File: src/hdl/pbs_pkg.sv
// Shared types, constants and state codes of the proportional bandwidth sharer.
// No dependencies; every other file takes names from here by scope.
`timescale 1ns / 1ps
`default_nettype none
package pbs_pkg;

  localparam int unsigned TableDepthDef = 16;
  localparam int unsigned RateBitsDef   = 16;
  localparam int unsigned FieldW        = 16;
  localparam int unsigned CountW        = 5;
  localparam logic [15:0] CapReset      = 16'd1600;
  localparam logic [4:0]  LimitReset    = 5'd10;
  localparam logic [15:0] FirstId       = 16'd1;

  typedef enum logic {
    CMD_ADD  = 1'b0,
    CMD_TICK = 1'b1
  } cmd_e;

  typedef enum logic {
    CFG_LINK_CAPACITY = 1'b0,
    CFG_SESSION_LIMIT = 1'b1
  } cfg_idx_e;

  typedef enum logic [1:0] {
    KIND_ACCEPT = 2'd0,
    KIND_REFUSE = 2'd1,
    KIND_REPORT = 2'd2,
    KIND_EMPTY  = 2'd3
  } kind_e;

  typedef enum logic [3:0] {
    B_IDLE,
    B_ADD,
    B_SCAN_RD,
    B_SCAN_CHK,
    B_SUM_DONE,
    B_GR_RD,
    B_GR_MUL,
    B_GR_DIV,
    B_EMIT
  } back_state_e;

  typedef struct packed {
    cmd_e        cmd;
    logic [15:0] request_rate;
    logic [15:0] session_minutes;
  } item_t;

endpackage
`default_nettype wire

File: src/hdl/pbs_if.sv
// Valid/ready channels for input words and result words.
// Depends on pbs_pkg for field widths.
`timescale 1ns / 1ps
`default_nettype none
interface pbs_in_if;
  logic                     valid;
  logic                     ready;
  logic                     cmd;
  logic [pbs_pkg::FieldW-1:0] request_rate;
  logic [pbs_pkg::FieldW-1:0] session_minutes;
  modport source (output valid, cmd, request_rate, session_minutes, input ready);
  modport sink   (input valid, cmd, request_rate, session_minutes, output ready);
endinterface

interface pbs_out_if;
  logic                       valid;
  logic                       ready;
  logic [1:0]                 result_kind;
  logic [pbs_pkg::FieldW-1:0] session_id;
  logic [pbs_pkg::FieldW-1:0] granted_rate;
  logic [pbs_pkg::FieldW-1:0] minutes_left;
  logic [pbs_pkg::CountW-1:0] active_count;
  logic                       last;
  modport source (output valid, result_kind, session_id, granted_rate, minutes_left,
                  active_count, last, input ready);
  modport sink   (input valid, result_kind, session_id, granted_rate, minutes_left,
                  active_count, last, output ready);
endinterface
`default_nettype wire

File: src/hdl/pbs_front.sv
// Front stage: takes input words, decodes the command and holds one word
// for the queue. Depends on pbs_pkg and pbs_if.
`timescale 1ns / 1ps
`default_nettype none
module pbs_front (
  input  wire                  clk_i,
  input  wire                  rst_ni,
  pbs_in_if.sink               in_s,
  output logic                 push_o,
  output pbs_pkg::item_t       push_item_o,
  input  wire                  push_ready_i
);
  logic           hold_valid_q, hold_valid_d;
  pbs_pkg::item_t hold_q;

  assign in_s.ready  = !hold_valid_q || push_ready_i;
  assign push_o      = hold_valid_q;
  assign push_item_o = hold_q;

  always_comb begin
    hold_valid_d = hold_valid_q;
    if (in_s.ready) hold_valid_d = in_s.valid;
  end

  always_ff @(posedge clk_i or negedge rst_ni) begin
    if (!rst_ni) begin
      hold_valid_q <= 1'b0;
    end else begin
      hold_valid_q <= hold_valid_d;
    end
  end

  // drop add payload on a tick so the back end sees a clean word
  always_ff @(posedge clk_i) begin
    if (in_s.ready && in_s.valid) begin
      hold_q.cmd <= in_s.cmd ? pbs_pkg::CMD_TICK : pbs_pkg::CMD_ADD;
      hold_q.request_rate    <= in_s.cmd ? '0 : in_s.request_rate;
      hold_q.session_minutes <= in_s.cmd ? '0 : in_s.session_minutes;
    end
  end
endmodule
`default_nettype wire

File: src/hdl/pbs_queue.sv
// Two-entry queue between front and back stages.
// Depends on pbs_pkg for the word type.
`timescale 1ns / 1ps
`default_nettype none
module pbs_queue (
  input  wire             clk_i,
  input  wire             rst_ni,
  input  wire             push_i,
  input  pbs_pkg::item_t  push_item_i,
  output logic            push_ready_o,
  input  wire             pop_i,
  output logic            pop_valid_o,
  output pbs_pkg::item_t  pop_item_o
);
  pbs_pkg::item_t slot_q [2];
  logic           wr_q, wr_d, rd_q, rd_d;
  logic [1:0]     cnt_q, cnt_d;
  logic           do_push, do_pop;

  assign push_ready_o = (cnt_q != 2'd2);
  assign pop_valid_o  = (cnt_q != 2'd0);
  assign pop_item_o   = slot_q[rd_q];
  assign do_push      = push_i && push_ready_o;
  assign do_pop       = pop_i && pop_valid_o;

  always_comb begin
    wr_d  = wr_q ^ do_push;
    rd_d  = rd_q ^ do_pop;
    cnt_d = cnt_q + {1'b0, do_push} - {1'b0, do_pop};
  end

  always_ff @(posedge clk_i or negedge rst_ni) begin
    if (!rst_ni) begin
      wr_q  <= 1'b0;
      rd_q  <= 1'b0;
      cnt_q <= 2'd0;
    end else begin
      wr_q  <= wr_d;
      rd_q  <= rd_d;
      cnt_q <= cnt_d;
    end
  end

  always_ff @(posedge clk_i) begin
    if (do_push) slot_q[wr_q] <= push_item_i;
  end
endmodule
`default_nettype wire

File: src/hdl/pbs_back.sv
// Back stage: session table memory, tick compaction with demand sum,
// multiply and bit-serial divide for grants, result register.
// Depends on pbs_pkg and pbs_if.
`timescale 1ns / 1ps
`default_nettype none
module pbs_back #(
  parameter int unsigned TABLE_DEPTH = pbs_pkg::TableDepthDef,
  parameter int unsigned RATE_BITS   = pbs_pkg::RateBitsDef
) (
  input  wire              clk_i,
  input  wire              rst_ni,
  input  wire              cfg_we_i,
  input  wire              cfg_idx_i,
  input  wire [15:0]       cfg_data_i,
  input  wire              pop_valid_i,
  input  pbs_pkg::item_t   pop_item_i,
  output logic             pop_o,
  pbs_out_if.source        out_m
);
  localparam int unsigned OW   = $clog2(TABLE_DEPTH + 1);
  localparam int unsigned AW   = (TABLE_DEPTH > 1) ? $clog2(TABLE_DEPTH) : 1;
  localparam int unsigned DW   = RATE_BITS + OW;
  localparam int unsigned CMPW = (DW > 16) ? DW : 16;
  localparam int unsigned PW   = RATE_BITS + 16;
  localparam int unsigned QCW  = $clog2(PW + 1);

  logic [15:0]          id_mem   [TABLE_DEPTH];
  logic [RATE_BITS-1:0] rate_mem [TABLE_DEPTH];
  logic [15:0]          time_mem [TABLE_DEPTH];

  pbs_pkg::back_state_e state_q, state_d;
  logic [15:0]          cap_q;
  logic [4:0]           limit_q;
  logic [OW-1:0]        occ_q, occ_d, idx_q, idx_d, kept_q, kept_d;
  logic [15:0]          nid_q, nid_d;
  logic [DW-1:0]        demand_q, demand_d;
  logic [PW-1:0]        prod_q, prod_d, quo_q, quo_d;
  logic [DW-1:0]        rem_q, rem_d;
  logic [QCW-1:0]       cnt_q, cnt_d;
  logic [RATE_BITS-1:0] grant_q, grant_d;
  pbs_pkg::item_t       item_q, item_d;

  logic [15:0]          id_rd_q, time_rd_q;
  logic [RATE_BITS-1:0] rate_rd_q;

  logic                 we;
  logic [AW-1:0]        wa;
  logic [15:0]          w_id, w_time;
  logic [RATE_BITS-1:0] w_rate;

  logic                 ov_q, ov_d, emit;
  logic [1:0]           kind_q, kind_d;
  logic [15:0]          oid_q, oid_d, ogr_q, ogr_d, omin_q, omin_d;
  logic [4:0]           ocnt_q, ocnt_d;
  logic                 olast_q, olast_d;

  logic                 out_free, full, fits, last_one;
  logic [7:0]           limit_eff;
  logic [DW:0]          rem_sh;

  assign out_m.valid        = ov_q;
  assign out_m.result_kind  = kind_q;
  assign out_m.session_id   = oid_q;
  assign out_m.granted_rate = ogr_q;
  assign out_m.minutes_left = omin_q;
  assign out_m.active_count = ocnt_q;
  assign out_m.last         = olast_q;

  assign out_free  = !ov_q || out_m.ready;
  assign limit_eff = ({3'd0, limit_q} > 8'(TABLE_DEPTH)) ? 8'(TABLE_DEPTH) : {3'd0, limit_q};
  assign full      = (8'(occ_q) >= limit_eff);
  assign fits      = (CMPW'(demand_q) <= CMPW'(cap_q));
  assign last_one  = ((idx_q + 1'b1) == occ_q);
  assign rem_sh    = {rem_q, prod_q[PW-1]};

  always_comb begin
    state_d  = state_q;
    occ_d    = occ_q;
    idx_d    = idx_q;
    kept_d   = kept_q;
    nid_d    = nid_q;
    demand_d = demand_q;
    prod_d   = prod_q;
    quo_d    = quo_q;
    rem_d    = rem_q;
    cnt_d    = cnt_q;
    grant_d  = grant_q;
    item_d   = item_q;
    pop_o    = 1'b0;
    we       = 1'b0;
    wa       = occ_q[AW-1:0];
    w_id     = nid_q;
    w_rate   = RATE_BITS'(item_q.request_rate);
    w_time   = item_q.session_minutes;
    emit     = 1'b0;
    kind_d   = kind_q;
    oid_d    = oid_q;
    ogr_d    = ogr_q;
    omin_d   = omin_q;
    ocnt_d   = ocnt_q;
    olast_d  = olast_q;

    unique case (state_q)
      pbs_pkg::B_IDLE: begin
        if (pop_valid_i) begin
          pop_o  = 1'b1;
          item_d = pop_item_i;
          idx_d  = '0;
          kept_d = '0;
          demand_d = '0;
          state_d = (pop_item_i.cmd == pbs_pkg::CMD_TICK) ? pbs_pkg::B_SCAN_RD
                                                           : pbs_pkg::B_ADD;
        end
      end
      pbs_pkg::B_ADD: begin
        if (out_free) begin
          emit    = 1'b1;
          olast_d = 1'b1;
          ogr_d   = '0;
          if (full) begin
            kind_d = pbs_pkg::KIND_REFUSE;
            oid_d  = '0;
            omin_d = '0;
            ocnt_d = 5'(occ_q);
          end else begin
            we     = 1'b1;
            kind_d = pbs_pkg::KIND_ACCEPT;
            oid_d  = nid_q;
            omin_d = item_q.session_minutes;
            ocnt_d = 5'(occ_q + 1'b1);
            occ_d  = occ_q + 1'b1;
            nid_d  = nid_q + 16'd1;
          end
          state_d = pbs_pkg::B_IDLE;
        end
      end
      pbs_pkg::B_SCAN_RD: begin
        if (idx_q == occ_q) begin
          occ_d   = kept_q;
          state_d = pbs_pkg::B_SUM_DONE;
        end else begin
          state_d = pbs_pkg::B_SCAN_CHK;
        end
      end
      pbs_pkg::B_SCAN_CHK: begin
        // keep survivors in order; kept never passes the read index
        if (time_rd_q > 16'd1) begin
          we       = 1'b1;
          wa       = kept_q[AW-1:0];
          w_id     = id_rd_q;
          w_rate   = rate_rd_q;
          w_time   = time_rd_q - 16'd1;
          demand_d = demand_q + DW'(rate_rd_q);
          kept_d   = kept_q + 1'b1;
        end
        idx_d   = idx_q + 1'b1;
        state_d = pbs_pkg::B_SCAN_RD;
      end
      pbs_pkg::B_SUM_DONE: begin
        if (occ_q == '0) begin
          if (out_free) begin
            emit    = 1'b1;
            kind_d  = pbs_pkg::KIND_EMPTY;
            oid_d   = '0;
            ogr_d   = '0;
            omin_d  = '0;
            ocnt_d  = '0;
            olast_d = 1'b1;
            state_d = pbs_pkg::B_IDLE;
          end
        end else begin
          idx_d   = '0;
          state_d = pbs_pkg::B_GR_RD;
        end
      end
      pbs_pkg::B_GR_RD: state_d = pbs_pkg::B_GR_MUL;
      pbs_pkg::B_GR_MUL: begin
        if (fits) begin
          grant_d = rate_rd_q;
          state_d = pbs_pkg::B_EMIT;
        end else begin
          prod_d  = PW'(rate_rd_q) * PW'(cap_q);
          rem_d   = '0;
          quo_d   = '0;
          cnt_d   = QCW'(PW);
          state_d = pbs_pkg::B_GR_DIV;
        end
      end
      pbs_pkg::B_GR_DIV: begin
        // one quotient bit a cycle, restoring
        if (cnt_q == '0) begin
          grant_d = quo_q[RATE_BITS-1:0];
          state_d = pbs_pkg::B_EMIT;
        end else begin
          prod_d = prod_q << 1;
          if (rem_sh >= {1'b0, demand_q}) begin
            rem_d = DW'(rem_sh - {1'b0, demand_q});
            quo_d = {quo_q[PW-2:0], 1'b1};
          end else begin
            rem_d = rem_sh[DW-1:0];
            quo_d = {quo_q[PW-2:0], 1'b0};
          end
          cnt_d = cnt_q - 1'b1;
        end
      end
      pbs_pkg::B_EMIT: begin
        if (out_free) begin
          emit    = 1'b1;
          kind_d  = pbs_pkg::KIND_REPORT;
          oid_d   = id_rd_q;
          ogr_d   = 16'(grant_q);
          omin_d  = time_rd_q;
          ocnt_d  = 5'(occ_q);
          olast_d = last_one;
          idx_d   = idx_q + 1'b1;
          state_d = last_one ? pbs_pkg::B_IDLE : pbs_pkg::B_GR_RD;
        end
      end
      default: state_d = pbs_pkg::B_IDLE;
    endcase

    ov_d = emit ? 1'b1 : (out_m.ready ? 1'b0 : ov_q);
  end

  always_ff @(posedge clk_i or negedge rst_ni) begin
    if (!rst_ni) begin
      state_q  <= pbs_pkg::B_IDLE;
      cap_q    <= pbs_pkg::CapReset;
      limit_q  <= pbs_pkg::LimitReset;
      occ_q    <= '0;
      nid_q    <= pbs_pkg::FirstId;
      ov_q     <= 1'b0;
    end else begin
      state_q <= state_d;
      occ_q   <= occ_d;
      nid_q   <= nid_d;
      ov_q    <= ov_d;
      if (cfg_we_i) begin
        case (cfg_idx_i)
          pbs_pkg::CFG_LINK_CAPACITY: cap_q   <= cfg_data_i;
          pbs_pkg::CFG_SESSION_LIMIT: limit_q <= cfg_data_i[4:0];
          default: ;
        endcase
      end
    end
  end

  always_ff @(posedge clk_i) begin
    idx_q    <= idx_d;
    kept_q   <= kept_d;
    demand_q <= demand_d;
    prod_q   <= prod_d;
    quo_q    <= quo_d;
    rem_q    <= rem_d;
    cnt_q    <= cnt_d;
    grant_q  <= grant_d;
    item_q   <= item_d;
    kind_q   <= kind_d;
    oid_q    <= oid_d;
    ogr_q    <= ogr_d;
    omin_q   <= omin_d;
    ocnt_q   <= ocnt_d;
    olast_q  <= olast_d;
  end

  always_ff @(posedge clk_i) begin
    if (we) begin
      id_mem[wa]   <= w_id;
      rate_mem[wa] <= w_rate;
      time_mem[wa] <= w_time;
    end
  end

  always_ff @(posedge clk_i) begin
    id_rd_q   <= id_mem[idx_q[AW-1:0]];
    rate_rd_q <= rate_mem[idx_q[AW-1:0]];
    time_rd_q <= time_mem[idx_q[AW-1:0]];
  end
endmodule
`default_nettype wire

File: src/hdl/proportional_bandwidth_sharer_top.sv
// Sequencing: an add is taken from the queue in idle and answered from the add state;
// a tick compacts the table with a read and a check state per entry, then per survivor
// reads, multiplies and emits, with a bit-serial divide when demand exceeds the link.
// Throughput: one word in the back end at a time; the front register and the
// queue hold three more.
// Reset: table empty, next id 1, link_capacity 1600, session_limit 10.
`timescale 1ns / 1ps
`default_nettype none
module proportional_bandwidth_sharer_top #(
  parameter int unsigned TABLE_DEPTH = pbs_pkg::TableDepthDef,
  parameter int unsigned RATE_BITS   = pbs_pkg::RateBitsDef
) (
  input  wire          clk_i,
  input  wire          rst_ni,
  input  wire          cfg_we_i,
  input  wire          cfg_idx_i,
  input  wire [15:0]   cfg_data_i,
  pbs_in_if.sink       in_i,
  pbs_out_if.source    out_o
);
  logic           push, push_ready, pop, pop_valid;
  pbs_pkg::item_t push_item, pop_item;

  pbs_front u_front (
    .clk_i, .rst_ni, .in_s(in_i), .push_o(push), .push_item_o(push_item),
    .push_ready_i(push_ready)
  );

  pbs_queue u_queue (
    .clk_i, .rst_ni, .push_i(push), .push_item_i(push_item),
    .push_ready_o(push_ready), .pop_i(pop), .pop_valid_o(pop_valid),
    .pop_item_o(pop_item)
  );

  pbs_back #(.TABLE_DEPTH(TABLE_DEPTH), .RATE_BITS(RATE_BITS)) u_back (
    .clk_i, .rst_ni, .cfg_we_i, .cfg_idx_i, .cfg_data_i,
    .pop_valid_i(pop_valid), .pop_item_i(pop_item), .pop_o(pop), .out_m(out_o)
  );

`ifndef NO_ASSERTIONS
  a_empty_final: assert property (@(posedge clk_i) disable iff (!rst_ni)
    out_o.valid && out_o.result_kind == pbs_pkg::KIND_EMPTY
      |-> out_o.last && out_o.active_count == '0)
    else $error("empty result not final or count nonzero");
  a_status_final: assert property (@(posedge clk_i) disable iff (!rst_ni)
    out_o.valid && (out_o.result_kind == pbs_pkg::KIND_ACCEPT ||
                    out_o.result_kind == pbs_pkg::KIND_REFUSE) |-> out_o.last)
    else $error("add status not final");
  a_accept_count: assert property (@(posedge clk_i) disable iff (!rst_ni)
    out_o.valid && out_o.result_kind == pbs_pkg::KIND_ACCEPT
      |-> out_o.active_count != '0 && out_o.granted_rate == '0)
    else $error("accepted add with empty table or grant");
  a_report_count: assert property (@(posedge clk_i) disable iff (!rst_ni)
    out_o.valid && out_o.result_kind == pbs_pkg::KIND_REPORT
      |-> out_o.active_count != '0 && out_o.minutes_left != '0)
    else $error("report from empty table or expired session");
`endif
endmodule
`default_nettype wire

File: src/flat_wrapper.sv
// flat-port wrapper written by rule: the top's interface ports become plain ports
module proportional_bandwidth_sharer_top_flat 
#(
  parameter int unsigned TABLE_DEPTH = pbs_pkg::TableDepthDef,
  parameter int unsigned RATE_BITS   = pbs_pkg::RateBitsDef
)
  (clk_i, rst_ni, cfg_we_i, cfg_idx_i, cfg_data_i, in_i_valid, in_i_cmd, in_i_request_rate, in_i_session_minutes, in_i_ready, out_o_valid, out_o_result_kind, out_o_session_id, out_o_granted_rate, out_o_minutes_left, out_o_active_count, out_o_last, out_o_ready);
  pbs_in_if in_i_i ();
  pbs_out_if out_o_i ();
  input  wire clk_i;
  input  wire rst_ni;
  input  wire cfg_we_i;
  input  wire cfg_idx_i;
  input  wire [15:0] cfg_data_i;
  input wire logic [$bits(in_i_i.valid)-1:0] in_i_valid;
  input wire logic [$bits(in_i_i.cmd)-1:0] in_i_cmd;
  input wire logic [$bits(in_i_i.request_rate)-1:0] in_i_request_rate;
  input wire logic [$bits(in_i_i.session_minutes)-1:0] in_i_session_minutes;
  output wire logic [$bits(in_i_i.ready)-1:0] in_i_ready;
  output wire logic [$bits(out_o_i.valid)-1:0] out_o_valid;
  output wire logic [$bits(out_o_i.result_kind)-1:0] out_o_result_kind;
  output wire logic [$bits(out_o_i.session_id)-1:0] out_o_session_id;
  output wire logic [$bits(out_o_i.granted_rate)-1:0] out_o_granted_rate;
  output wire logic [$bits(out_o_i.minutes_left)-1:0] out_o_minutes_left;
  output wire logic [$bits(out_o_i.active_count)-1:0] out_o_active_count;
  output wire logic [$bits(out_o_i.last)-1:0] out_o_last;
  input wire logic [$bits(out_o_i.ready)-1:0] out_o_ready;
  assign in_i_i.valid = in_i_valid;
  assign in_i_i.cmd = in_i_cmd;
  assign in_i_i.request_rate = in_i_request_rate;
  assign in_i_i.session_minutes = in_i_session_minutes;
  assign in_i_ready = in_i_i.ready;
  assign out_o_valid = out_o_i.valid;
  assign out_o_result_kind = out_o_i.result_kind;
  assign out_o_session_id = out_o_i.session_id;
  assign out_o_granted_rate = out_o_i.granted_rate;
  assign out_o_minutes_left = out_o_i.minutes_left;
  assign out_o_active_count = out_o_i.active_count;
  assign out_o_last = out_o_i.last;
  assign out_o_i.ready = out_o_ready;
  proportional_bandwidth_sharer_top #(.TABLE_DEPTH(TABLE_DEPTH), .RATE_BITS(RATE_BITS)) u_core (.clk_i(clk_i), .rst_ni(rst_ni), .cfg_we_i(cfg_we_i), .cfg_idx_i(cfg_idx_i), .cfg_data_i(cfg_data_i), .in_i(in_i_i), .out_o(out_o_i));
endmodule
File: config.mk
export PLATFORM = sky130hd
export DESIGN_NAME = proportional_bandwidth_sharer_top_flat
export DESIGN_NICKNAME = d
export VERILOG_FILES = /design/src/hdl/pbs_pkg.sv /design/src/hdl/pbs_if.sv /design/src/hdl/pbs_front.sv /design/src/hdl/pbs_queue.sv /design/src/hdl/pbs_back.sv /design/src/hdl/proportional_bandwidth_sharer_top.sv /design/src/flat_wrapper.sv
export SDC_FILE = /design/constraint.sdc
export NUM_CORES = 2
export LEC_CHECK = 0
export ABC_AREA = 1
export BUFFER_PORTS_ARGS = -buffer_cell sky130_fd_sc_hd__buf_2
export CORE_UTILIZATION = 63
export CTS_CLUSTER_DIAMETER = 200
export DETAILED_ROUTE_END_ITERATION = 6
export GPL_TIMING_DRIVEN = 0
export PLACE_DENSITY = 0.78
export REMOVE_ABC_BUFFERS = 1
export SETUP_SLACK_MARGIN = 0.02
export SYNTH_ARGS = -nofsm -noshare
export SYNTH_HDL_FRONTEND = slang
export SYNTH_SLANG_ARGS = --single-unit
File: constraint.sdc
create_clock -name clk_i -period 7.3 [get_ports clk_i]
set_input_delay 0.73 -clock clk_i [delete_from_list [all_inputs] [get_ports clk_i]]
set_output_delay 0.73 -clock clk_i [all_outputs]
set_load 0.005 [all_outputs]
-- Yosys cells after proc, flatten, opt, wreduce, memory -nomap -nowiden
Memories as Yosys holds them, arrays and structs flattened. A register that Yosys moved wholly into a read port is not among the register bits.
Cells that the tools add are included.
- output and inout port bits: 58
- latch bits: 0
- flip-flop bits (word level): 295
- memories: 4
- bits in read-only memories: 0
- input port bits: 55
- memory bits (writable): 834
- logic and storage cells: 199
- memories (memory ; words ; bits a word ; rd ports ; clocked after memory_dff ; wr ports ; RTL line ; text):
    u_core.u_back.id_mem ; 16 ; 16 ; 1 ; 1 ; 1 ; pbs_back.sv:27 ; logic [15:0] id_mem [TABLE_DEPTH];
    u_core.u_back.rate_mem ; 16 ; 16 ; 1 ; 1 ; 1 ; pbs_back.sv:28 ; logic [RATE_BITS-1:0] rate_mem [TABLE_DEPTH];
    u_core.u_back.time_mem ; 16 ; 16 ; 1 ; 1 ; 1 ; pbs_back.sv:29 ; logic [15:0] time_mem [TABLE_DEPTH];
    u_core.u_queue.slot_q ; 2 ; 33 ; 1 ; 0 ; 1 ; pbs_queue.sv:15 ; pbs_pkg::item_t slot_q [2];
- reduce and logical (&&, ||, !) cells: 30
- multiply operators: 1
- mux-type cells: 93
- shift-type cells: 0
- add/sub/neg operators: 10
- bitwise logic cells: 4
- eq/ne operators: 23
- magnitude comparators: 5
- div/mod/pow operators: 0
- operators by type and width (kind ; count):
    two-way mux 16 bit ; 21
    case mux 16 bit (3 select lines) ; 3
    two-way mux 21 bit ; 5
    case mux 21 bit (2 select lines) ; 2
    two-way mux 32 bit ; 2
    case mux 16 bit (2 select lines) ; 2
    case mux 32 bit (2 select lines) ; 1
    two-way mux 5 bit ; 11
    case mux 4 bit (9 select lines) ; 1
    multiplier 16 x 16 -> 32 bit ; 1
    two-way mux 4 bit ; 8
    inequality test 2 bit, second input constant ; 12
    greater-or-equal comparator 22 x 21 -> 1 bit ; 1
    adder 21 x 16 -> 21 bit ; 1
    <= comparator 21 x 16 -> 1 bit ; 1
    AND reduction 3 bit ; 7
    subtractor 21 bit ; 1
    case mux 5 bit (2 select lines) ; 2
    case mux 5 bit (4 select lines) ; 1
    two-way mux 1 bit ; 19
    adder 16 x 1 -> 16 bit, second input constant ; 1
    == test 4 x 3 -> 1 bit, second input constant ; 4
    > comparator 16 x 1 -> 1 bit, second input constant ; 1
    subtractor 16 x 1 -> 16 bit, second input constant ; 1
    other kinds (34) ; 57

-- Depth between registers and ports, before layout
- depth in word-level cells: 8
- gate-level depth with buffers: 26
- gate-level depth less buffers: 24

-- Cells and area by module
Synthesis repeated with hierarchy kept, for this count alone.
- cells, all modules: 5524
- area, all modules: 58373.5 um^2
- modules (own cells, without submodules) (module ; area each (um^2) ; instances ; seq. area each (um^2) ; cells an instance):
    pbs_back ; 54374.6 ; 1 ; 31512.7 ; 5214
    pbs_queue ; 2688.8 ; 1 ; 2082.0 ; 204
    pbs_front ; 1310.0 ; 1 ; 1016.0 ; 106

-- Worst setup path before layout
Ideal clock, no wire load.
- path type: reg-to-reg
- start point: reg u_core.u_back.cap_q[9]
- end point: reg u_core.u_back.prod_q[29], data pin
- setup time: 0.254 ns
- buffers on the path: 2
- cell stages (with the launch flop): 25
- arrival time: 5.275 ns
- path slack: 1.771 ns
- required time: 7.046 ns
- period minus slack after synthesis: 5.529 ns
- cells stage by stage: dfstp_2 clkbuf_1 clkbuf_1 nand2_1 fa_1 inv_1 fa_1 inv_1 fa_1 inv_1 fa_1 fa_1 inv_1 fa_1 inv_1 ha_1 nand2_1 nor2_1 inv_1 nor3_1 nand2_1 nand2_1 nand2_1 nand3_1 nand2_1
- longest elaborated chain between the ends: 3
- RTL lines (element ; RTL line ; text):
    from (decl) ; pbs_back.sv:32 ; logic [15:0] cap_q;
    from (signal assigned) ; pbs_back.sv:228 ; cap_q <= pbs_pkg::CapReset;
    from (signal assigned) ; pbs_back.sv:240 ; pbs_pkg::CFG_LINK_CAPACITY: cap_q <= cfg_data_i;
    multiplier 16 x 16 -> 32 bit ; pbs_back.sv:182 ; prod_d = PW'(rate_rd_q) * PW'(cap_q);
    two-way mux 32 bit ; pbs_back.sv:178 ; if (fits) begin
    case mux 32 bit (2 select lines) ; pbs_back.sv:103 ; unique case (state_q)
    named net u_core.u_back.prod_d[29] ; pbs_back.sv:37 ; logic [PW-1:0] prod_q, prod_d, quo_q, quo_d;
    to (signal assigned) ; pbs_back.sv:252 ; prod_q <= prod_d;
    to (decl) ; pbs_back.sv:37 ;
The timed path passes the listed nets, and every way through them passes these cells. The select of a mux whose other input is x is not followed.
A chain may end at the register's enable or synchronous reset.

-- Worst setup path in the final report
- start point: reg u_core.u_back.rate_rd_q[10], read port of u_core.u_back.rate_mem
- end point: reg u_core.u_back.prod_q[28], data pin
- longest elaborated chain between the ends: 3
- RTL lines (element ; RTL line ; text):
    from (decl) ; pbs_back.sv:44 ; logic [RATE_BITS-1:0] rate_rd_q;
    multiplier 16 x 16 -> 32 bit ; pbs_back.sv:182 ;
    two-way mux 32 bit ; pbs_back.sv:178 ;
    case mux 32 bit (2 select lines) ; pbs_back.sv:103 ;
    named net u_core.u_back.prod_d[28] ; pbs_back.sv:37 ;
The timed path passes the listed nets, and every way through them passes these cells. The select of a mux whose other input is x is not followed.

==> reports/qor.csv <==
metric,value,unit
fin area,65800,sq um
Sink Count,1177,
Core ar.,91900,sq um
reg-to-reg endpoint,u_core.u_back.prod_q[28],
PostCTS Resize Cnt,0,
standard-cell rows,111,
post-detail-place hpwl,96.9,mm
critical path class,reg2reg,
DRC viols,0,
share of cells above drive strength 1,0.0815,
Root Driver,clkbuf_16,
yosys warns,0,
number of library cell types mapped by synthesis,53,
CTS tree,done,
hold buffer count at CTS,0,
Async SR Flop Fraction,0.0442,
initial antenna violation count,2,
crit end category,register,
dominant cells by area after synthesis,"edfxtp_1 55%, fa_1 6.7%, nand2_1 6.3%",
post-synthesis sequential area ratio,0.591,
IO buf count,112,
TritonCTS Buffers,110,
diodes inserted,0,
die extent in x,307,um
adder-cell area share of the yosys netlist,0.104,
Post-CTS Setup Bufs,0,
Final Worst Setup Slack,699,ps
insertion delay to the later sink of the worst-skew pair,710,ps
area post-placement,62000,sq um
ANT nets after route,0,
Gate Count Post-Synth,5316,
"commonest non-fill, non-tap cell in the layout",edfxtp_1,
Slew Limit Fails,0,
R2R Setup Slk,700,ps
Final Hold Violating Endpoints,0,
CP required,7720,ps
Worst R2R Start,u_core.u_back.rate_rd_q[10],
CP Launch Type,register,
per-cell routed wire length,22.4,um
largest net degree at the start of global routing,124,
Die Area,94200,sq um
most frequent cells in the layout,"1,077 x edfxtp_1, 981 x nand2_1, 702 x inv_1, 543 x nor2_1, 325 x o21ai_0",
Slew HR,0.114,
Final GP Congestion,0.944,
"Core Util, Final",0.715,
placed cell count,6508,
fmax,151,MHz
XOR/XNOR share of the synthesized area,0.00777,
Worst-path clk slew,70,ps
status,completed,
pre-CTS setup slack,943,ps
First-pass DRT Iterations,7,
vias in the first global route,40400,
simple-gate share of the synthesized area,0.126,
gr usage total,0.319,
CTS Buffer Depth,3,
Via density,6.08,
Compound-Gate Fraction of Synth Area,0.0799,
IO Count,113,
Worst EP arrival,7020,ps
post-synthesis sequential element count,1177,
ys flop type,edfxtp_1,
Min-Delay Path Class,in2async,
main combinational cell family by area after synthesis,simple AND/OR/NAND/NOR gates,
Die H,307,um
clk_skew,49.8,ps
fin cells,6714,
Area Growth Syn to Fin,12.2,%
grt ovf,0,
synthesized area,58600,sq um
number of flops mapped to enable cells by yosys,1077,
slew at the pin closest to its max-slew limit,1320,ps
Max-Cap Viols,0,
r2r worst-path depth,20,
H-tree Lvls,3,
Final Setup Violations,0,
Filler cells,6014,
"area leader, netlist",edfxtp_1,
Initial Utilization,0.637,
final worst path period share,0.904,
first-pass GRT wire length,228,mm
post-synthesis mux area share,0.0263,
WL final,150,mm
routed via count,40800,
area share of the leading cell type in the synthesized netlist,0.552,
crit path time final,6600,ps
RSZ-0062 raised after global routing,false,
worst-path fanout max,18,
Final #Nets,5804,
1st-iter DRT viols,4903,
mean post-synth cell area,11.0,sq um
worst max-delay path, stage by stage (launching register included):
cell	delay [ps]
dfxtp_1	1170
nand2_1	190
fa_1	560
fa_1	580
fa_1	450
fa_1	570
inv_1	50
fa_1	490
inv_1	50
fa_1	480
inv_1	50
ha_1	350
nand2_1	120
o21ai_0	530
inv_1	80
nand2_1	190
nand2_1	130
nand2_1	100
nand2_1	50
nand3_1	80
nand2_1	70
worst max path at each step:
| stage | from | endpoint | slack (ps) | depth (start not counted) |
|---|---|---|---|---|
| 3_3_place_gp | u_core.u_back.idx_q[0] | u_core.u_back.rate_rd_q[3] | -20040 | 5 |
| 2_1_floorplan | u_core.u_back.idx_q[0] | u_core.u_back.occ_q[0] | -7600 | 9 |
| 5_1_grt | u_core.u_back.rate_rd_q[12] | u_core.u_back.prod_q[24] | 540 | 20 |
| 6_report | u_core.u_back.rate_rd_q[10] | u_core.u_back.prod_q[28] | 700 | 20 |
| 4_1_cts | u_core.u_back.rate_rd_q[10] | u_core.u_back.prod_q[28] | 890 | 20 |
| 3_5_place_dp | u_core.u_back.rate_rd_q[10] | u_core.u_back.prod_q[28] | 940 | 20 |
registers in the layout, indices dropped and copies added (netlist names), 21 cells and up:
name	flops
u_core.u_back.prod_q	32
u_core.u_back.demand_q	21
u_core.u_back.time_mem	256
u_core.u_back.item_q	32
u_core.u_back.rem_q	21
u_core.u_front.push_item_o	33
u_core.u_back.id_mem	256
u_core.u_back.rate_mem	256
u_core.u_queue.slot_q	66
synthesized netlist by cell type, drive strengths merged (21+ instances only):
| cell type | count |
|---|---|
| a21oi | 109 |
| buf | 81 |
| clkbuf | 184 |
| dfrtp | 46 |
| dfxtp | 48 |
| edfxtp | 1077 |
| fa | 196 |
| ha | 175 |
| inv | 713 |
| mux2i | 153 |
| nand2 | 985 |
| nand3 | 197 |
| nand4 | 28 |
| nor2 | 568 |
| nor3 | 33 |
| o211ai | 28 |
| o21ai | 367 |
| o221ai | 151 |
| o32ai | 39 |
| xnor2 | 21 |
| xor2 | 31 |
stage by stage:
stage | setup TNS (ps) | hold slack (ps)
after floorplan | -436440 | 421
after global placement | -2045700 | 424
after detailed placement | 0 | 430
after CTS | 0 | 290
after global routing | 0 | 176
final | 0 | 135
metal layers:
metal  up-vias  part of all wire  global-route usage
met4         2             0.051               0.161
met1     19700              0.38               0.418
met5         -          0.000086                   0
li1      18200                 -                   -
met2      2412              0.47               0.517
met3       522              0.10              0.0544
cell families (layout without fill, tap and decap cells):
| group | Yosys count | after routing |
|---|---|---|
| AOI/OAI and AO/OA | 754 | 754 |
| xor gates and xnor gates | 52 | 52 |
| adders and majority gates | 371 | 371 |
| buffers and inverters | 979 | 1134 |
| DFF | 1177 | 1177 |
| muxes | 154 | 154 |
| and+or+nand+nor | 1829 | 1829 |
area by class of cell:
type / instances / area (sq um) / share of cell area
sequential: 1177 / 34600 / 0.526
multi-input combinational: 3160 / 20300 / 0.309
clock buffer: 152 / 3060 / 0.0466
timing repair buffer: 215 / 2870 / 0.0437
inverter: 714 / 2690 / 0.0409
tap: 1243 / 1560 / 0.0236
clock inverter: 53 / 626 / 0.00951
Power is left out: the tool's default activity adds up to more than one toggle a clock period on the data nets, which glitch-free logic cannot reach.
